===== src/rtl/core/a51_pkg.sv =====
// Shared types and constants for the A5/1 keystream generator.
package a51_pkg;

  localparam int unsigned CNT_W = 7;

  localparam logic [CNT_W-1:0] INIT_LAST  = CNT_W'(64 + 22 - 1);
  localparam logic [CNT_W-1:0] MIX_LAST   = CNT_W'(100 - 1);
  localparam logic [CNT_W-1:0] BURST_LAST = CNT_W'(114 - 1);

  localparam int unsigned SEED_W = 64 + 22;

  typedef enum logic [3:0] {
    S_IDLE = 4'b0001,
    S_INIT = 4'b0010,
    S_MIX  = 4'b0100,
    S_GEN  = 4'b1000
  } state_t;

  typedef struct packed {
    logic       load;     // clear LFSRs, latch key and frame
    logic       mix;      // clock all three, xor in next seed bit
    logic       maj;      // majority clock
    logic       pack;     // shift output bit into assembler
    logic       emit;     // load output register
    logic       partial;  // two-bit closing byte of a burst
    logic       burst;
    logic [3:0] idx;
    logic       last;
  } cmd_t;

  typedef struct packed {
    logic out_room;       // output register free or draining this cycle
  } status_t;

endpackage


===== src/rtl/core/a51_datapath.sv =====
// LFSRs, seed shifter, byte assembler and output register.
module a51_datapath (
  input  logic               clk,
  input  logic               rst,
  input  logic               cfg_we,
  input  logic [63:0]        cfg_wdata,
  input  logic [21:0]        frame_number,
  input  a51_pkg::cmd_t      cmd,
  output a51_pkg::status_t   status,
  input  logic               out_ready,
  output logic               out_valid,
  output logic [7:0]         keystream_byte,
  output logic               burst_select,
  output logic [3:0]         byte_index,
  output logic               last_byte
);

  logic [63:0]                  session_key;
  logic [a51_pkg::SEED_W-1:0]   seed;
  logic [18:0]                  lfsr_one,   lfsr_one_next,   sh1;
  logic [21:0]                  lfsr_two,   lfsr_two_next,   sh2;
  logic [22:0]                  lfsr_three, lfsr_three_next, sh3;
  logic [6:0]                   byte_assembler;
  logic                         c1, c2, c3, maj, obit;

  always_ff @(posedge clk) begin
    if (rst) begin
      session_key <= '0;
    end else if (cfg_we) begin
      session_key <= cfg_wdata;
    end
  end

  always_comb begin
    sh1 = {lfsr_one[17:0],   lfsr_one[18] ^ lfsr_one[17] ^ lfsr_one[16] ^ lfsr_one[13]};
    sh2 = {lfsr_two[20:0],   lfsr_two[21] ^ lfsr_two[20]};
    sh3 = {lfsr_three[21:0],
           lfsr_three[22] ^ lfsr_three[21] ^ lfsr_three[20] ^ lfsr_three[7]};
    c1  = lfsr_one[8];
    c2  = lfsr_two[10];
    c3  = lfsr_three[10];
    maj = (c1 & c2) | (c1 & c3) | (c2 & c3);

    lfsr_one_next   = lfsr_one;
    lfsr_two_next   = lfsr_two;
    lfsr_three_next = lfsr_three;
    if (cmd.load) begin
      lfsr_one_next   = '0;
      lfsr_two_next   = '0;
      lfsr_three_next = '0;
    end else if (cmd.mix) begin
      lfsr_one_next   = sh1 ^ {18'b0, seed[0]};
      lfsr_two_next   = sh2 ^ {21'b0, seed[0]};
      lfsr_three_next = sh3 ^ {22'b0, seed[0]};
    end else if (cmd.maj) begin
      if (c1 == maj) lfsr_one_next   = sh1;
      if (c2 == maj) lfsr_two_next   = sh2;
      if (c3 == maj) lfsr_three_next = sh3;
    end
    // keystream bit is taken after the clock
    obit = lfsr_one_next[18] ^ lfsr_two_next[21] ^ lfsr_three_next[22];
  end

  always_ff @(posedge clk) begin
    if (rst) begin
      lfsr_one       <= '0;
      lfsr_two       <= '0;
      lfsr_three     <= '0;
      byte_assembler <= '0;
    end else begin
      lfsr_one   <= lfsr_one_next;
      lfsr_two   <= lfsr_two_next;
      lfsr_three <= lfsr_three_next;
      if (cmd.pack) begin
        byte_assembler <= {byte_assembler[5:0], obit};
      end
    end
  end

  always_ff @(posedge clk) begin
    if (cmd.load) begin
      seed <= {frame_number, session_key};
    end else if (cmd.mix) begin
      seed <= seed >> 1;
    end
    if (cmd.emit) begin
      keystream_byte <= cmd.partial ? {byte_assembler[0], obit, 6'b0}
                                    : {byte_assembler, obit};
      burst_select   <= cmd.burst;
      byte_index     <= cmd.idx;
      last_byte      <= cmd.last;
    end
  end

  always_ff @(posedge clk) begin
    if (rst) begin
      out_valid <= 1'b0;
    end else if (cmd.emit) begin
      out_valid <= 1'b1;
    end else if (out_ready) begin
      out_valid <= 1'b0;
    end
  end

  assign status.out_room = !out_valid || out_ready;

  a_no_overwrite: assert property (@(posedge clk) disable iff (rst)
    cmd.emit |-> (!out_valid || out_ready))
    else $error("beat overwritten before it was taken");

endmodule


===== src/rtl/core/a51_ctrl.sv =====
// Sequencer for key/frame loading, warm-up and keystream bursts.
module a51_ctrl (
  input  logic               clk,
  input  logic               rst,
  input  logic               in_valid,
  output logic               in_ready,
  input  a51_pkg::status_t   status,
  output a51_pkg::cmd_t      cmd
);

  a51_pkg::state_t               state, state_next;
  logic [a51_pkg::CNT_W-1:0]     cnt, cnt_next;
  logic                          burst, burst_next;
  logic                          start, gen_go, burst_end;

  assign in_ready  = (state == a51_pkg::S_IDLE);
  assign start     = in_valid && in_ready;
  assign gen_go    = (state == a51_pkg::S_GEN) && status.out_room;
  assign burst_end = (cnt == a51_pkg::BURST_LAST);

  always_comb begin
    state_next = state;
    cnt_next   = cnt;
    burst_next = burst;
    unique case (state)
      a51_pkg::S_IDLE: begin
        if (start) begin
          state_next = a51_pkg::S_INIT;
          cnt_next   = '0;
        end
      end
      a51_pkg::S_INIT: begin
        if (cnt == a51_pkg::INIT_LAST) begin
          state_next = a51_pkg::S_MIX;
          cnt_next   = '0;
        end else begin
          cnt_next = cnt + 1'b1;
        end
      end
      a51_pkg::S_MIX: begin
        if (cnt == a51_pkg::MIX_LAST) begin
          state_next = a51_pkg::S_GEN;
          cnt_next   = '0;
          burst_next = 1'b0;
        end else begin
          cnt_next = cnt + 1'b1;
        end
      end
      a51_pkg::S_GEN: begin
        if (gen_go) begin
          if (burst_end) begin
            cnt_next   = '0;
            burst_next = 1'b1;
            if (burst) state_next = a51_pkg::S_IDLE;
          end else begin
            cnt_next = cnt + 1'b1;
          end
        end
      end
      default: begin
        state_next = a51_pkg::S_IDLE;
      end
    endcase
  end

  always_ff @(posedge clk) begin
    if (rst) begin
      state <= a51_pkg::S_IDLE;
      cnt   <= '0;
      burst <= 1'b0;
    end else begin
      state <= state_next;
      cnt   <= cnt_next;
      burst <= burst_next;
    end
  end

  always_comb begin
    cmd.load    = start;
    cmd.mix     = (state == a51_pkg::S_INIT);
    cmd.maj     = (state == a51_pkg::S_MIX) || gen_go;
    cmd.pack    = gen_go;
    // a byte closes every eighth bit and at the end of the burst
    cmd.emit    = gen_go && ((cnt[2:0] == 3'b111) || burst_end);
    cmd.partial = burst_end;
    cmd.burst   = burst;
    cmd.idx     = cnt[6:3];
    cmd.last    = burst && burst_end;
  end

  a_gen_bound: assert property (@(posedge clk) disable iff (rst)
    (state == a51_pkg::S_GEN) |-> (cnt <= a51_pkg::BURST_LAST))
    else $error("bit counter ran past the burst");

  a_start_init: assert property (@(posedge clk) disable iff (rst)
    start |=> (state == a51_pkg::S_INIT) && (cnt == '0))
    else $error("accepted frame did not start loading");

  a_done_idle: assert property (@(posedge clk) disable iff (rst)
    (cmd.emit && cmd.last) |=> (state == a51_pkg::S_IDLE))
    else $error("sequencer did not return to idle after last beat");

endmodule


===== src/rtl/core/a51_keystream_generator_core.sv =====
// A5/1 keystream generator: top level joining sequencer and datapath.
// The first beat shows on m_tvalid once the frame is taken and the LFSRs have run the key/frame
// loading, the warm-up and the keystream clocks of the first byte; the last of these loads the beat.
// Throughput: one LFSR clock per cycle while a frame runs, held while a beat waits on m_tready;
// a new frame is taken only in idle, after both bursts of the previous one.
// Reset (rst, synchronous, active high) clears the key, the LFSRs, the sequencer and m_tvalid.
module a51_keystream_generator_core (
  input  logic        clk,
  input  logic        rst,
  input  logic        cfg_we,
  input  logic [63:0] cfg_wdata,     // session_key
  input  logic        s_tvalid,
  output logic        s_tready,
  input  logic [23:0] s_tdata,       // [21:0] frame_number, [23:22] zero
  output logic        m_tvalid,
  input  logic        m_tready,
  output logic [15:0] m_tdata,       // [7:0] keystream_byte, [11:8] byte_index, [15:12] zero
  output logic        m_tuser,       // [0] burst_select
  output logic        m_tlast        // last_byte
);

  a51_pkg::cmd_t    cmd;
  a51_pkg::status_t status;
  logic [7:0]       keystream_byte;
  logic [3:0]       byte_index;

  a51_ctrl u_ctrl (
    .clk      (clk),
    .rst      (rst),
    .in_valid (s_tvalid),
    .in_ready (s_tready),
    .status   (status),
    .cmd      (cmd)
  );

  a51_datapath u_datapath (
    .clk            (clk),
    .rst            (rst),
    .cfg_we         (cfg_we),
    .cfg_wdata      (cfg_wdata),
    .frame_number   (s_tdata[21:0]),
    .cmd            (cmd),
    .status         (status),
    .out_ready      (m_tready),
    .out_valid      (m_tvalid),
    .keystream_byte (keystream_byte),
    .burst_select   (m_tuser),
    .byte_index     (byte_index),
    .last_byte      (m_tlast)
  );

  assign m_tdata = {4'b0, byte_index, keystream_byte};

endmodule


===== config.mk =====
export PLATFORM = sky130hd
export DESIGN_NAME = a51_keystream_generator_core
export DESIGN_NICKNAME = d
export VERILOG_FILES = /design/src/rtl/core/a51_pkg.sv /design/src/rtl/core/a51_datapath.sv /design/src/rtl/core/a51_ctrl.sv /design/src/rtl/core/a51_keystream_generator_core.sv
export SDC_FILE = /design/constraint.sdc
export NUM_CORES = 1
export LEC_CHECK = 0
export BUFFER_PORTS_ARGS = -buffer_cell sky130_fd_sc_hd__buf_2
export CAP_MARGIN = 20
export CORE_MARGIN = 5
export CORE_UTILIZATION = 35
export DETAILED_ROUTE_END_ITERATION = 8
export GPL_TIMING_DRIVEN = 0
export PLACE_DENSITY = 0.51
export SKIP_LAST_GASP = 1
export SLEW_MARGIN = 5
export SYNTH_ARGS = -nofsm -noshare
export SYNTH_HDL_FRONTEND = slang
export SYNTH_SLANG_ARGS = --single-unit

===== constraint.sdc =====
create_clock -name clk -period 7.5 [get_ports clk]
set_input_delay 1.125 -clock clk [delete_from_list [all_inputs] [get_ports clk]]
set_output_delay 1.125 -clock clk [all_outputs]
set_load 0.005 [all_outputs]

# [Word-level counts from Yosys, hierarchy flattened]
# Cells that the tools add are included.
[totals] word_cells=110 input_bits=93 ff_bits=248 output_inout_bits=20
[op_classes] n_reduce_logical=23 add_sub_neg=1 eq_ne=17 muxes=34 n_bitwise=17
[op_table] op="86-bit 2-to-1 mux" count=2
[op_table] op="23-bit 2-to-1 mux" count=4
[op_table] op="22-bit 2-to-1 mux" count=4
[op_table] op="19-bit 2-to-1 mux" count=4
[op_table] op="7-bit 2-to-1 mux" count=5
[op_table] op="7-bit one-hot mux with 4 select lines" count=1
[op_table] op="4-bit 2-to-1 mux" count=6
[op_table] op="23-bit by 1-bit XOR with 23-bit output" count=1
[op_table] op="22-bit by 1-bit XOR with 22-bit output" count=1
[op_table] op="7-bit == test (second input constant)" count=3
[op_table] op="19-bit by 1-bit XOR with 19-bit output" count=1
[op_table] op="4-bit one-hot mux with 4 select lines" count=1
[op_table] op="2-bit nonzero test" count=7
[op_table] op="2-bit by 1-bit inequality test with 1-bit output (second input constant)" count=5
[op_table] op="1-bit XOR" count=9
[op_table] op="8-bit 2-to-1 mux" count=1
[op_table] op="7-bit by 1-bit adder with 7-bit output (second input constant)" count=1
[op_table] op="2-bit AND reduction" count=3
[op_table] op="6-bit AND reduction" count=1
[op_table] op="1-bit 2-to-1 mux" count=5
[op_table] op="4-bit by 1-bit == test with 1-bit output (second input constant)" count=1
[op_table] op="4-bit by 2-bit == test with 1-bit output (second input constant)" count=1
[op_table] op="4-bit by 3-bit == test with 1-bit output (second input constant)" count=1
[op_table] op="4-bit == test (second input constant)" count=1
[op_table] op="13 further kinds" count=23

# [Logic depth before layout (Yosys ltp)]
[depth] ltp_word=11 mapped_depth=9 depth_no_buf=8

# [Hierarchy]
# From an unflattened synthesis, not the netlist that was laid out.
[unflattened] cells_unflattened=855 hier_area_um2=9934.5
[modules_own_cells] module="a51_datapath" area_each_um2=9028.7 seq_area_each_um2=5725.5 cells_each=743 n_inst=1
[modules_own_cells] module="a51_ctrl" area_each_um2=872.1 seq_area_each_um2=240.2 cells_each=107 n_inst=1
[modules_own_cells] module="a51_keystream_generator_core" area_each_um2=33.8 seq_area_each_um2=0.0 cells_each=5 n_inst=1

# [Least setup slack after synthesis]
# OpenSTA, ideal clock, no wires.
[synth_path] path_type="input-to-reg" start="input port s_tvalid" end="register u_datapath.seed[0] (netlist bit), enable pin" cell_stages=4 slack_ns=3.236 t_required_ns=6.660 arrival_time_ns=3.424 cell_sequence="nand2_2 -> buf_1 -> clkbuf_1 -> nand2_1"
[synth_between] elab_chain_len=2
[synth_lines] element="from (decl)" line="a51_keystream_generator_core.sv:12" text="input logic s_tvalid,"
[synth_lines] element="1-bit logical AND" line="a51_ctrl.sv:17" text="assign start = in_valid && in_ready;"
[synth_lines] element="2-bit nonzero test (no line)"
[synth_lines] element="to (signal assigned)" line="a51_datapath.sv:82" text="seed <= {frame_number, session_key};"
[synth_lines] element="to (signal assigned)" line="a51_datapath.sv:84" text="seed <= seed >> 1;"
[synth_lines] element="to (decl)" line="a51_datapath.sv:19" text="logic [a51_pkg::SEED_W-1:0] seed;"
# Every way passes these cells.
# A chain may end at the register's enable or synchronous reset.

# [Worst setup path after layout]
[layout_path] start="input port s_tvalid" end="register u_datapath.seed[48] (netlist bit), enable pin"
# Same word-level chain as after synthesis.

==> metrics.txt <==
setup_tns 0 ns; die width 178 µm; leading post-synthesis cells by cell area edfxtp_1 30%, dfxtp_1 30%, mux2_2 9.8%, mux2i_1 7.8%, nand2_1 4.9%; critical path's largest stage delay around 0.55 ns; Worst Max-Slew Pin Slew 0.793 ns; ratio of final minimum period to clock period 41.3%; Synth area leader edfxtp_1; IO Pins 113; Post-synth EDFFs 100; PwrDens 274 mW/mm²; DR vias between 6000 and 7000; drt pass-1 iters 6; H-Tree Level Count 1; crit path capture u_datapath.seed[48]; initial antenna violation count 9; Min-Delay Path Class reg2reg; Max Slew Vio Count 0; total power 3.24 mW; vias in the first global route 6347; Peak supply drop approximately 0.15 mV; hold buffer count at cts 0; met3 routed WL between 1000 and 1500 µm; Routed met2 length roughly 8900 µm; Clock transition at path regs 0.06 ns; Unique masters post-synth 49; CTS root buf clkbuf_16; CP max FO 60; status finished, final reports clean; synthesized instance count about 860; relative slew slack a little under half; Main synth FF type dfxtp_1; largest net degree at the start of global routing 61; antenna-violating nets left 0; Seq/Total Area, Yosys 60.2%; crit path capture type flop; commonest non-fill, non-tap cell in the layout dfxtp_1; initial drt markers around 290; # Post-CTS Setup Buffers 0; Min Hold Slack 0.437 ns; leak pwr approximately 4.7 nW; die footprint 0.0318 mm²; nets 1097; Die Ht 178 µm; RR Endpoint u_datapath.seed[48]; Setup crit start s_tvalid; DR DRC count 0; CP arrival 3.34 ns; CTS Buffer Depth 3; Final setup viols 0; TritonCTS clock tree built; total grt overflow 0; Metal-1 WL between 9000 and 10000 µm; Core Box Area 0.0279 mm²; DP Area 0.0110 mm²; commonest non-fill, non-tap cells in the layout 148 x dfxtp_1, 129 x nand2_1, 109 x buf_2; Reg2Reg Depth 7; clock sink count 248; Final Wtd Congestion 0.751; DP HPWL roughly 14000 µm; fmax 0.323 GHz; worst skew pair latency 0.54 ns; cts bufs inserted 28; critical path cell sequence buf_2, nand2_2, buf_1, clkbuf_1, nand2_4, buf_16; CP Depth 6; Final Instance Area 0.0119 mm²; slowest stage cell, crit path clkbuf_1; Mean Syn Cell Area between 10 and 15 µm²; Final Hold Viols 0; total wire length 19900 µm; required time worst endpoint 7.74 ns; Starting Density 35.6%; first-pass GRT wire length 33100 µm; GRT Total Usage 12.7%; flops & latches, synth 248; RSZ-0062 raised after global routing false; minimum clock period 3.10 ns; Setup crit start kind primary input; Filler cells 2708; P&R area growth vs syn 19.6%; Top delay family on crit path buffers and inverters; CP Buf/Inv Count 4; synth warn 0; IO buf count 104; Crit Path Category in2reg; reg-to-reg startpoint u_ctrl.state[1]; drt wl/cell 14.2 µm; top sig layer met5; Synth top area share 30.3%; Worst Skew 0.0256 ns; Gates resized, CTS repair 0; Max-cap violations 0; DR vias/cell 4.60; Rows 61; asr flop ratio synth 0%; synthesized area 0.00991 mm²; R2R setup slack 4.50 ns; share of post-route cells with drive strength above 1 25.5%
==> cell usage after synthesis, drive strengths merged, types with 8 or more instances <==
cell / instances
dfxtp: 148
nand2: 132
edfxtp: 100
nor2: 92
mux2: 86
mux2i: 78
a21oi: 74
clkbuf: 32
buf: 22
o21ai: 11
xnor2: 10
and2: 8
nand2b: 8
==> stage by stage <==
step / setup slack [ns] / std cells / utilization, %
detailed placement: 3.78 / 1346 / 39.3
global route: 4.20 / 1400 / 42.5
CTS: 4.36 / 1398 / 42.5
global placement: 1.44 / 1344 / 39.2
finish: 4.40 / 1402 / 42.5
floorplan: 3.24 / 862 / -
==> layer usage <==
layer | vias to the layer above | track usage, %
li1 | 3272 | -
met1 | 3009 | 17.4
met2 | 111 | 19.8
met3 | 42 | 3.88
met4 | 12 | 2.97
met5 | - | 0
==> sequential cells by signal (all words and copies together), names as in the netlist, 4 cells and up <==
signal                     count
u_datapath.byte_index          4
u_datapath.seed               86
u_datapath.lfsr_three         23
u_datapath.session_key        64
u_datapath.keystream_byte      8
u_ctrl.cnt                     7
u_ctrl.state                   4
u_datapath.lfsr_two           22
u_datapath.lfsr_one           19
u_datapath.byte_assembler      7
==> layout make-up <==
cell class / instances / area (µm²) / area share, %
antenna: 4 / 10.0 / 0.0845
buffer: 54 / 235 / 1.98
clock buffer: 38 / 778 / 6.57
clock inverter: 14 / 106 / 0.897
inverter: 5 / 18.8 / 0.158
multi-input combinational: 555 / 3710 / 31.3
sequential: 248 / 5970 / 50.3
tap: 378 / 473 / 3.99
timing repair buffer: 106 / 556 / 4.69
==> worst min path at each step <==
stage,from,cells after the start,endpoint
3_5_place_dp,u_ctrl.cnt[4],0,u_datapath.byte_index[1]
5_1_grt,u_ctrl.cnt[4],0,u_datapath.byte_index[1]
2_1_floorplan,u_ctrl.cnt[4],0,u_datapath.byte_index[1]
4_1_cts,u_ctrl.cnt[4],0,u_datapath.byte_index[1]
6_report,u_ctrl.cnt[4],0,u_datapath.byte_index[1]
3_3_place_gp,u_ctrl.cnt[4],0,u_datapath.byte_index[1]
==> cells by family after synthesis <==
logic type / share of synthesized area [%]
compound gates: 5.25
xor+xnor: 1.38
fa+ha+maj: 0.859
buf+inv: 2.56
flops: 60.2
mux: 17.7
other cells: 0.0378
simple gates: 12.0
==> power breakdown <==
| group | internal (mW) | leakage [nW] | switching [mW] |
|---|---|---|---|
| combinational | 0.167 | 2.03 | 0.189 |
| clock | 0.760 | 0.442 | 0.533 |
| sequential | 1.56 | 2.19 | 0.0346 |
Note: power is estimated with default switching activity, not from simulation.
